<file path="config.mk">
export PLATFORM = sky130hd
export DESIGN_NAME = preemptive_priority_scheduler_flat
export DESIGN_NICKNAME = d
export VERILOG_FILES = /design/src/rtl/pps_pkg.sv /design/src/rtl/pps_if.sv /design/src/rtl/preemptive_priority_scheduler.sv /design/src/flat_wrapper.sv
export SDC_FILE = /design/constraint.sdc
export NUM_CORES = 1
export LEC_CHECK = 0
export ABC_AREA = 1
export BUFFER_PORTS_ARGS = -buffer_cell sky130_fd_sc_hd__buf_4
export CELL_PAD_IN_SITES_DETAIL_PLACEMENT = 2
export CELL_PAD_IN_SITES_GLOBAL_PLACEMENT = 2
export CORE_MARGIN = 1.5
export CORE_UTILIZATION = 39
export CTS_BUF_LIST = sky130_fd_sc_hd__clkbuf_16
export CTS_CLUSTER_DIAMETER = 50
export DETAILED_ROUTE_END_ITERATION = 12
export GPL_TIMING_DRIVEN = 0
export PLACE_DENSITY_LB_ADDON = 0.1
export SLEW_MARGIN = 20
export SYNTH_ARGS = -nofsm -noshare
export SYNTH_HDL_FRONTEND = slang
export SYNTH_SLANG_ARGS = --single-unit
</file>
<file path="constraint.sdc">
create_clock -name clk_i -period 12 [get_ports clk_i]
set_input_delay 1.2 -clock clk_i [delete_from_list [all_inputs] [get_ports clk_i]]
set_output_delay 1.2 -clock clk_i [all_outputs]
set_load 0.05 [all_outputs]
</file>
<file path="src/rtl/pps_pkg.sv">
// types and constants of the preemptive priority scheduler
package pps_pkg;

  localparam int MAX_PROCESSES = 16;
  localparam int IDX_W         = (MAX_PROCESSES > 1) ? $clog2(MAX_PROCESSES) : 1;
  localparam int COUNT_W       = $clog2(MAX_PROCESSES + 1);

  localparam int TIME_W = 16;
  localparam int BURST_W = 16;
  localparam int PRIO_W = 8;
  localparam int SLOT_W = 6;
  localparam int KIND_W = 2;

  localparam logic [TIME_W-1:0] TIME_MAX = '1;

  localparam logic REQ_LOAD = 1'b0;
  localparam logic REQ_TICK = 1'b1;

  localparam logic [KIND_W-1:0] KIND_LOAD = 2'd0;
  localparam logic [KIND_W-1:0] KIND_RUN  = 2'd1;
  localparam logic [KIND_W-1:0] KIND_IDLE = 2'd2;

  typedef struct packed {
    logic [KIND_W-1:0]  result_kind;
    logic [SLOT_W-1:0]  process_slot;
    logic               load_rejected;
    logic [TIME_W-1:0]  time_now;
    logic               first_run;
    logic [TIME_W-1:0]  response_time;
    logic               completed;
    logic [TIME_W-1:0]  turnaround_time;
    logic [TIME_W-1:0]  waiting_time;
    logic               all_finished;
  } res_t;

  typedef struct packed {
    logic [TIME_W-1:0]  arrival;
    logic [BURST_W-1:0] burst;
    logic [BURST_W-1:0] remain;
    logic [PRIO_W-1:0]  prio;
  } entry_t;

endpackage

</file>
<file path="src/rtl/pps_if.sv">
// request and result channels of the scheduler
interface pps_req_if import pps_pkg::*; ();
  logic               valid;
  logic               ready;
  logic               req_type;
  logic [TIME_W-1:0]  arrival_time;
  logic [BURST_W-1:0] burst_time;
  logic [PRIO_W-1:0]  priority_level;

  modport source (output valid, output req_type, output arrival_time, output burst_time,
                  output priority_level, input ready);
  modport sink   (input valid, input req_type, input arrival_time, input burst_time,
                  input priority_level, output ready);
endinterface

interface pps_res_if import pps_pkg::*; ();
  logic               valid;
  logic               ready;
  logic [KIND_W-1:0]  result_kind;
  logic [SLOT_W-1:0]  process_slot;
  logic               load_rejected;
  logic [TIME_W-1:0]  time_now;
  logic               first_run;
  logic [TIME_W-1:0]  response_time;
  logic               completed;
  logic [TIME_W-1:0]  turnaround_time;
  logic [TIME_W-1:0]  waiting_time;
  logic               all_finished;

  modport source (output valid, output result_kind, output process_slot,
                  output load_rejected, output time_now, output first_run,
                  output response_time, output completed, output turnaround_time,
                  output waiting_time, output all_finished, input ready);
  modport sink   (input valid, input result_kind, input process_slot,
                  input load_rejected, input time_now, input first_run,
                  input response_time, input completed, input turnaround_time,
                  input waiting_time, input all_finished, output ready);
endinterface

</file>
<file path="src/rtl/preemptive_priority_scheduler.sv">
// preemptive priority scheduler: process table, time counter, serial winner scan
//
// req_i takes one item per transfer: req_type 0 loads a process (arrival, burst,
// priority) into the next free slot, req_type 1 runs one time unit. res_o gives
// exactly one result per request, held in an output register until transferred.
// req_i.ready is high only while the sequencer is idle; one request is in work
// at a time, and the next one can be taken the cycle after a result is registered.
// a load writes its slot unless rejected and goes straight to the output step.
// a tick scans the table one entry per cycle through the single read port of
// the process memory and one shared priority compare, then reads back and
// updates the winner; an idle tick ends after the scan. a result waiting on a
// stalled res_o keeps the next request in the final sequencer step; a new
// request may be taken while that result waits. reset clears the time counter,
// the fill count, the started and finished flags and the output register;
// table entries are written by loads and by the winner update of a tick, and
// entries at or above the fill count are never looked at.
module preemptive_priority_scheduler import pps_pkg::*; (
  input logic        clk_i,
  input logic        rst_ni,
  pps_req_if.sink    req_i,
  pps_res_if.source  res_o
);

  typedef enum logic [2:0] {S_IDLE, S_SCAN, S_READ, S_UPD, S_FIN, S_OUT} state_e;

  state_e               state_q;
  logic [TIME_W-1:0]    time_q;
  logic [COUNT_W-1:0]   count_q;
  logic [MAX_PROCESSES-1:0] started_q;
  logic [MAX_PROCESSES-1:0] finished_q;
  logic [COUNT_W-1:0]   scan_idx_q;
  logic                 cmp_vld_q;
  logic [IDX_W-1:0]     cmp_idx_q;
  logic                 found_q;
  logic [PRIO_W-1:0]    best_pri_q;
  logic [IDX_W-1:0]     win_idx_q;
  res_t                 res_q;
  res_t                 out_q;
  logic                 out_valid_q;

  entry_t               mem_q [MAX_PROCESSES];
  entry_t               rd_q;

  logic                 req_fire;
  logic                 table_full;
  logic                 issue;
  logic                 cand_ok;
  logic [TIME_W-1:0]    time_inc;
  logic [BURST_W-1:0]   rem_next;
  logic                 wr_en;
  logic [IDX_W-1:0]     wr_addr;
  entry_t               wr_data;
  logic [IDX_W-1:0]     rd_addr;
  logic                 all_done;
  logic                 out_load;
  res_t                 load_res;
  res_t                 res_fin;

  assign req_i.ready = (state_q == S_IDLE);
  assign req_fire    = req_i.valid && req_i.ready;
  assign table_full  = (count_q == COUNT_W'(MAX_PROCESSES));
  assign issue       = (scan_idx_q < count_q);
  assign time_inc    = (time_q == TIME_MAX) ? time_q : time_q + TIME_W'(1);
  assign rem_next    = (rd_q.remain != '0) ? rd_q.remain - BURST_W'(1) : rd_q.remain;
  assign out_load    = (state_q == S_OUT) && (!out_valid_q || res_o.ready);

  // one compare per cycle against the best candidate so far
  assign cand_ok = cmp_vld_q && !finished_q[cmp_idx_q] && (rd_q.arrival <= time_q) &&
                   (!found_q || (rd_q.prio < best_pri_q));

  always_comb begin
    wr_en   = 1'b0;
    wr_addr = win_idx_q;
    wr_data = rd_q;
    wr_data.remain = rem_next;
    if (state_q == S_IDLE) begin
      wr_addr        = count_q[IDX_W-1:0];
      wr_data.arrival = req_i.arrival_time;
      wr_data.burst   = req_i.burst_time;
      wr_data.remain  = req_i.burst_time;
      wr_data.prio    = req_i.priority_level;
      wr_en = req_fire && (req_i.req_type == REQ_LOAD) && !table_full &&
              (req_i.burst_time != '0);
    end else if (state_q == S_UPD) begin
      wr_en = 1'b1;
    end
  end

  assign rd_addr = (state_q == S_SCAN) ? scan_idx_q[IDX_W-1:0] : win_idx_q;

  always_ff @(posedge clk_i) begin
    if (wr_en) begin
      mem_q[wr_addr] <= wr_data;
    end
    rd_q <= mem_q[rd_addr];
  end

  // slots at or above the fill count count as finished
  always_comb begin
    all_done = 1'b1;
    for (int i = 0; i < MAX_PROCESSES; i++) begin
      if ((COUNT_W'(i) < count_q) && !finished_q[i]) begin
        all_done = 1'b0;
      end
    end
  end

  always_comb begin
    load_res = '0;
    load_res.result_kind = KIND_LOAD;
    if (wr_en) begin
      load_res.process_slot = SLOT_W'(count_q[IDX_W-1:0]);
    end else begin
      load_res.load_rejected = 1'b1;
    end
  end

  always_comb begin
    res_fin = res_q;
    res_fin.time_now     = time_q;
    res_fin.all_finished = all_done;
  end

  always_ff @(posedge clk_i or negedge rst_ni) begin
    if (!rst_ni) begin
      state_q     <= S_IDLE;
      time_q      <= '0;
      count_q     <= '0;
      started_q   <= '0;
      finished_q  <= '0;
      scan_idx_q  <= '0;
      cmp_vld_q   <= 1'b0;
      cmp_idx_q   <= '0;
      found_q     <= 1'b0;
      best_pri_q  <= '0;
      win_idx_q   <= '0;
      res_q       <= '0;
      out_q       <= '0;
      out_valid_q <= 1'b0;
    end else begin
      if (out_load) begin
        out_valid_q <= 1'b1;
      end else if (res_o.ready) begin
        out_valid_q <= 1'b0;
      end
      unique case (state_q)
        S_IDLE: begin
          if (req_fire) begin
            if (req_i.req_type == REQ_LOAD) begin
              res_q <= load_res;
              if (wr_en) begin
                started_q[count_q[IDX_W-1:0]]  <= 1'b0;
                finished_q[count_q[IDX_W-1:0]] <= 1'b0;
                count_q <= count_q + COUNT_W'(1);
              end
              state_q <= S_OUT;
            end else begin
              res_q      <= '0;
              scan_idx_q <= '0;
              cmp_vld_q  <= 1'b0;
              found_q    <= 1'b0;
              state_q    <= S_SCAN;
            end
          end
        end
        S_SCAN: begin
          cmp_vld_q <= issue;
          cmp_idx_q <= scan_idx_q[IDX_W-1:0];
          if (issue) begin
            scan_idx_q <= scan_idx_q + COUNT_W'(1);
          end
          if (cand_ok) begin
            found_q    <= 1'b1;
            best_pri_q <= rd_q.prio;
            win_idx_q  <= cmp_idx_q;
          end
          if (!issue && !cmp_vld_q) begin
            if (found_q) begin
              state_q <= S_READ;
            end else begin
              res_q.result_kind <= KIND_IDLE;
              time_q  <= time_inc;
              state_q <= S_OUT;
            end
          end
        end
        S_READ: begin
          state_q <= S_UPD;
        end
        S_UPD: begin
          res_q.result_kind  <= KIND_RUN;
          res_q.process_slot <= SLOT_W'(win_idx_q);
          if (!started_q[win_idx_q]) begin
            started_q[win_idx_q] <= 1'b1;
            res_q.first_run      <= 1'b1;
            res_q.response_time  <= time_q - rd_q.arrival;
          end
          time_q <= time_inc;
          if (rem_next == '0) begin
            finished_q[win_idx_q] <= 1'b1;
            res_q.completed       <= 1'b1;
            res_q.turnaround_time <= time_inc - rd_q.arrival;
          end
          state_q <= S_FIN;
        end
        S_FIN: begin
          // burst is unchanged by the write-back, so rd_q still holds it
          if (res_q.completed && (res_q.turnaround_time > rd_q.burst)) begin
            res_q.waiting_time <= res_q.turnaround_time - rd_q.burst;
          end
          state_q <= S_OUT;
        end
        S_OUT: begin
          if (out_load) begin
            out_q   <= res_fin;
            state_q <= S_IDLE;
          end
        end
        default: begin
          state_q <= S_IDLE;
        end
      endcase
    end
  end

  assign res_o.valid           = out_valid_q;
  assign res_o.result_kind     = out_q.result_kind;
  assign res_o.process_slot    = out_q.process_slot;
  assign res_o.load_rejected   = out_q.load_rejected;
  assign res_o.time_now        = out_q.time_now;
  assign res_o.first_run       = out_q.first_run;
  assign res_o.response_time   = out_q.response_time;
  assign res_o.completed       = out_q.completed;
  assign res_o.turnaround_time = out_q.turnaround_time;
  assign res_o.waiting_time    = out_q.waiting_time;
  assign res_o.all_finished    = out_q.all_finished;

endmodule

</file>
<file path="src/flat_wrapper.sv">
// flat-port wrapper written by rule: the top's interface ports become plain ports
module preemptive_priority_scheduler_flat import pps_pkg::*;
  (clk_i, rst_ni, req_i_valid, req_i_req_type, req_i_arrival_time, req_i_burst_time, req_i_priority_level, req_i_ready, res_o_valid, res_o_result_kind, res_o_process_slot, res_o_load_rejected, res_o_time_now, res_o_first_run, res_o_response_time, res_o_completed, res_o_turnaround_time, res_o_waiting_time, res_o_all_finished, res_o_ready);
  pps_req_if req_i_i ();
  pps_res_if res_o_i ();
  input logic clk_i;
  input logic rst_ni;
  input wire logic [$bits(req_i_i.valid)-1:0] req_i_valid;
  input wire logic [$bits(req_i_i.req_type)-1:0] req_i_req_type;
  input wire logic [$bits(req_i_i.arrival_time)-1:0] req_i_arrival_time;
  input wire logic [$bits(req_i_i.burst_time)-1:0] req_i_burst_time;
  input wire logic [$bits(req_i_i.priority_level)-1:0] req_i_priority_level;
  output wire logic [$bits(req_i_i.ready)-1:0] req_i_ready;
  output wire logic [$bits(res_o_i.valid)-1:0] res_o_valid;
  output wire logic [$bits(res_o_i.result_kind)-1:0] res_o_result_kind;
  output wire logic [$bits(res_o_i.process_slot)-1:0] res_o_process_slot;
  output wire logic [$bits(res_o_i.load_rejected)-1:0] res_o_load_rejected;
  output wire logic [$bits(res_o_i.time_now)-1:0] res_o_time_now;
  output wire logic [$bits(res_o_i.first_run)-1:0] res_o_first_run;
  output wire logic [$bits(res_o_i.response_time)-1:0] res_o_response_time;
  output wire logic [$bits(res_o_i.completed)-1:0] res_o_completed;
  output wire logic [$bits(res_o_i.turnaround_time)-1:0] res_o_turnaround_time;
  output wire logic [$bits(res_o_i.waiting_time)-1:0] res_o_waiting_time;
  output wire logic [$bits(res_o_i.all_finished)-1:0] res_o_all_finished;
  input wire logic [$bits(res_o_i.ready)-1:0] res_o_ready;
  assign req_i_i.valid = req_i_valid;
  assign req_i_i.req_type = req_i_req_type;
  assign req_i_i.arrival_time = req_i_arrival_time;
  assign req_i_i.burst_time = req_i_burst_time;
  assign req_i_i.priority_level = req_i_priority_level;
  assign req_i_ready = req_i_i.ready;
  assign res_o_valid = res_o_i.valid;
  assign res_o_result_kind = res_o_i.result_kind;
  assign res_o_process_slot = res_o_i.process_slot;
  assign res_o_load_rejected = res_o_i.load_rejected;
  assign res_o_time_now = res_o_i.time_now;
  assign res_o_first_run = res_o_i.first_run;
  assign res_o_response_time = res_o_i.response_time;
  assign res_o_completed = res_o_i.completed;
  assign res_o_turnaround_time = res_o_i.turnaround_time;
  assign res_o_waiting_time = res_o_i.waiting_time;
  assign res_o_all_finished = res_o_i.all_finished;
  assign res_o_i.ready = res_o_ready;
  preemptive_priority_scheduler u_core (.clk_i(clk_i), .rst_ni(rst_ni), .req_i(req_i_i), .res_o(res_o_i));
endmodule
</file>
==> impl_metrics.env <==
export IMPL_cap_violations=0
export IMPL_fillCellCount=12800
export IMPL_rsz0062_at_grt="no"
export IMPL_grt_usage=0.311
export IMPL_grt_ovfl_total=0
export IMPL_layout_nets=4966
export IMPL_worstPathCellList="inv_1, ha_1, inv_1, nor3_1, a21oi_1, nand2_1, inv_2, nor2_1, inv_1, nand2_1, nor4_2, buf_4, buf_2, buf_2, buf_4, buf_4, buf_4"
export IMPL_drv_slew=0
export IMPL_clockBufferDepth=3
export IMPL_ys_async_sr_fraction=0.181
export IMPL_htreeDepth=4
export IMPL_critical_path_max_stage_delay_ns=0.70
export IMPL_drc=0
export IMPL_clkTransAtPathRegs_ns=0.05
export IMPL_synth_top_area_share=0.543
export IMPL_outcome="finished clean"
export IMPL_drive_gt1_frac=0.124
export IMPL_internal_power_mw=9.29
export IMPL_rrSetupSlack_ns=7.39
export IMPL_worstSetupEndpointType="flop"
export IMPL_ys_types=59
export IMPL_start_kind="flop"
export IMPL_placed_area_um2=53500
export IMPL_ys_seq_area_frac=0.672
export IMPL_syn_area_um2=49600
export IMPL_vias_per_cell=5.76
export IMPL_cts_buffers_inserted=148
export IMPL_cts_resized=0
export IMPL_area_growth_pct=17.7
export IMPL_coreArea_um2=126000
export IMPL_gp_congestion=0.862
export IMPL_num_io_pins=123
export IMPL_seqCellArea_um2=33300
export IMPL_drt_iter0_drc=3732
export IMPL_fin_hold_ws_ns=0.276
export IMPL_dieArea_um2=129000
export IMPL_clkPwrFrac=0.274
export IMPL_grt_pass1_vias=41900
export IMPL_start_util=0.394
export IMPL_antenna_found_initial=12
export IMPL_cts_tree="yes"
export IMPL_path_max_fanout=7
export IMPL_power_frac_seq=0.346
export IMPL_synth_main_ff_cell="edfxtp_1"
export IMPL_crit_path_frequent_cell="buf_4"
export IMPL_portBuffers=120
export IMPL_multi_input_area_um2=14300
export IMPL_insertion_delay_ns=0.80
export IMPL_ys_ff_latch=1163
export IMPL_ant_nets=0
export IMPL_wl_um=202000
export IMPL_cts_root_buf="clkbuf_16"
export IMPL_num_vias=38200
export IMPL_ys_warn_count=0
export IMPL_worstHoldPathType="in -> async"
export IMPL_finalSetupTns_ns=0
export IMPL_syn_area_per_cell_um2=11.0
export IMPL_cp_slowest_cell="nor4_2"
export IMPL_final_area_um2=58300
export IMPL_maxSlewHeadroom=0.174
export IMPL_rows=130
export IMPL_worst_setup_path_type="reg -> reg"
export IMPL_leakagePower_nw=21.7
export IMPL_fmax_ghz=0.217
export IMPL_peakVddDrop_mv=0.192
export IMPL_required_ns=12.49
export IMPL_cp_arrival_ns=5.11
export IMPL_clock_skew_ns=0.0334
export IMPL_grt_max_degree=73
export IMPL_yosys_top_cells_count="edfxtp_1 (896), nor2_1 (823), o21ai_0 (770), nand2_1 (491), inv_1 (219)"
export IMPL_final_core_util=0.463
export IMPL_dr_pass1_iters=5
export IMPL_netSwitchingPower_mw=6.75
export IMPL_power_density_nw_per_um2=275
export IMPL_tightest_slew_ns=1.24
export IMPL_synth_cells=4509
export IMPL_place_hpwl_um=140000
export IMPL_yosysTopAreaCell="edfxtp_1"
export IMPL_grt_pass1_wl_um=291000
export IMPL_die_y_um=359
export IMPL_post_drt_wl_per_cell_um=30.4
export IMPL_comb_power_share=0.380
export IMPL_period_share=0.384
export IMPL_postCtsSetupBuffers=0
export IMPL_cts_hold_buffers=0
export IMPL_yosysMostFrequentCell="edfxtp_1"
export IMPL_synth_area_top_cells="edfxtp_1 (54%), dfrtp_1 (11%), o21ai_0 (7.8%), nor2_1 (6.2%), nand2_1 (3.7%)"
export IMPL_finalHoldViolations=0
export IMPL_p_sw_frac=0.421
export IMPL_period_minus_slack_ns=4.61
export IMPL_cts_sinks=1163
export IMPL_setup_violations=0
export IMPL_synth_edf_count=896
export IMPL_die_w_um=359
## flip-flops by register name (all words and copies together), names as in the netlist, 2 cells and up
| name | flops |
|---|---|
| u_core.best_pri_q | 8 |
| u_core.cmp_idx_q | 4 |
| u_core.count_q | 5 |
| u_core.finished_q | 16 |
| u_core.mem_q | 896 |
| u_core.rd_q | 56 |
| u_core.res_fin | 57 |
| u_core.res_o.process_slot | 4 |
| u_core.res_o.response_time | 16 |
| u_core.res_o.result_kind | 2 |
| u_core.res_o.time_now | 16 |
| u_core.res_o.turnaround_time | 16 |
| u_core.res_o.waiting_time | 16 |
| u_core.scan_idx_q | 5 |
| u_core.started_q | 16 |
| u_core.state_q | 3 |
| u_core.time_q | 16 |
| u_core.win_idx_q | 4 |
## final timing paths
path,start,end,cells after the start
max reg2reg,u_core.count_q[0],u_core.mem_q[11][23],17
min in group clk_i,u_core.started_q[15],u_core.started_q[15],2
max in group asynchronous,rst_ni,u_core.count_q[1],3
max,u_core.count_q[0],u_core.mem_q[11][23],17
min,rst_ni,u_core.res_o.response_time[1],1
min reg2reg,u_core.started_q[15],u_core.started_q[15],2
## final cells by class
class / instances / area share
timing repair buffer: 193 / 0.0309
multi-input combinational: 2876 / 0.246
sequential: 1163 / 0.571
buffer: 246 / 0.0194
antenna: 7 / 0.000300
inverter: 225 / 0.0153
tap: 1650 / 0.0354
clock buffer: 153 / 0.0656
clock inverter: 122 / 0.0166
## placed cells by master, fill, tap and decap left out, types with 7 or more instances in the layout
cell type	instances
o211ai_1	131
mux2_2	18
dfxtp_1	56
xor2_1	28
nand4_1	34
xnor2_1	14
nand2_1	491
bufinv_16	11
diode_2	7
ha_1	65
nand3_1	120
clkinv_4	7
nor4_1	9
or2_2	7
o22ai_1	29
buf_6	10
clkinv_2	22
clkinv_1	22
nor2_1	823
inv_6	18
clkbuf_16	153
buf_4	171
a21oi_1	86
o21ai_1	172
nand3b_1	8
o21ai_0	722
edfxtp_1	896
buf_2	92
buf_16	13
clkbuf_1	121
inv_4	11
dfrtp_1	211
buf_1	17
inv_1	238
o21bai_1	8
nor3_1	17
o21ai_2	28
nand2_2	7
## critical path: cells and delay by family, from the launching register on
kind / cells / cell delay [ns]
simple gates: 5 / 1.28
compound gates: 1 / 0.18
fa+ha+maj: 1 / 0.31
flops: 1 / 0.50
buf+inv: 10 / 2.04
## per-layer routing
metal,track usage,vias up,wire [um]
met3,0.0447,378,11500
li1,-,16600,-
met1,0.386,19900,81100
met5,0,-,26
met4,0.128,4,8020
met2,0.543,1337,101000
## logic make-up after synthesis
kind of cell,synth area share
muxes,0.00429
AOI/OAI and AO/OA,0.134
buffers and inverters,0.0398
and+or+nand+nor,0.125
DFF,0.672
xor gates and xnor gates,0.00742
other,0.0000757
adders and majority gates,0.0176
## metrics by stage
step	setup slack [ns]	total power [mW]	instances
finish	7.39	16.0	6635
global route	7.19	16.7	6630
CTS	7.42	16.1	6628
detailed placement	6.78	11.6	6353
global placement	-3.88	11.2	6280
floorplan	4.11	8.69	4510
## power groups by stage
| stage | sequential [mW] | clock, mW | combinational (mW) |
|---|---|---|---|
| global route | 5.59 | 4.60 | 6.48 |
| global placement | 5.67 | 0 | 5.48 |
| detailed placement | 5.63 | 0 | 5.96 |
| floorplan | 5.82 | 0 | 2.87 |
| CTS | 5.56 | 4.45 | 6.05 |
| finish | 5.56 | 4.39 | 6.09 |
Note: power is estimated with default switching activity, not from simulation.
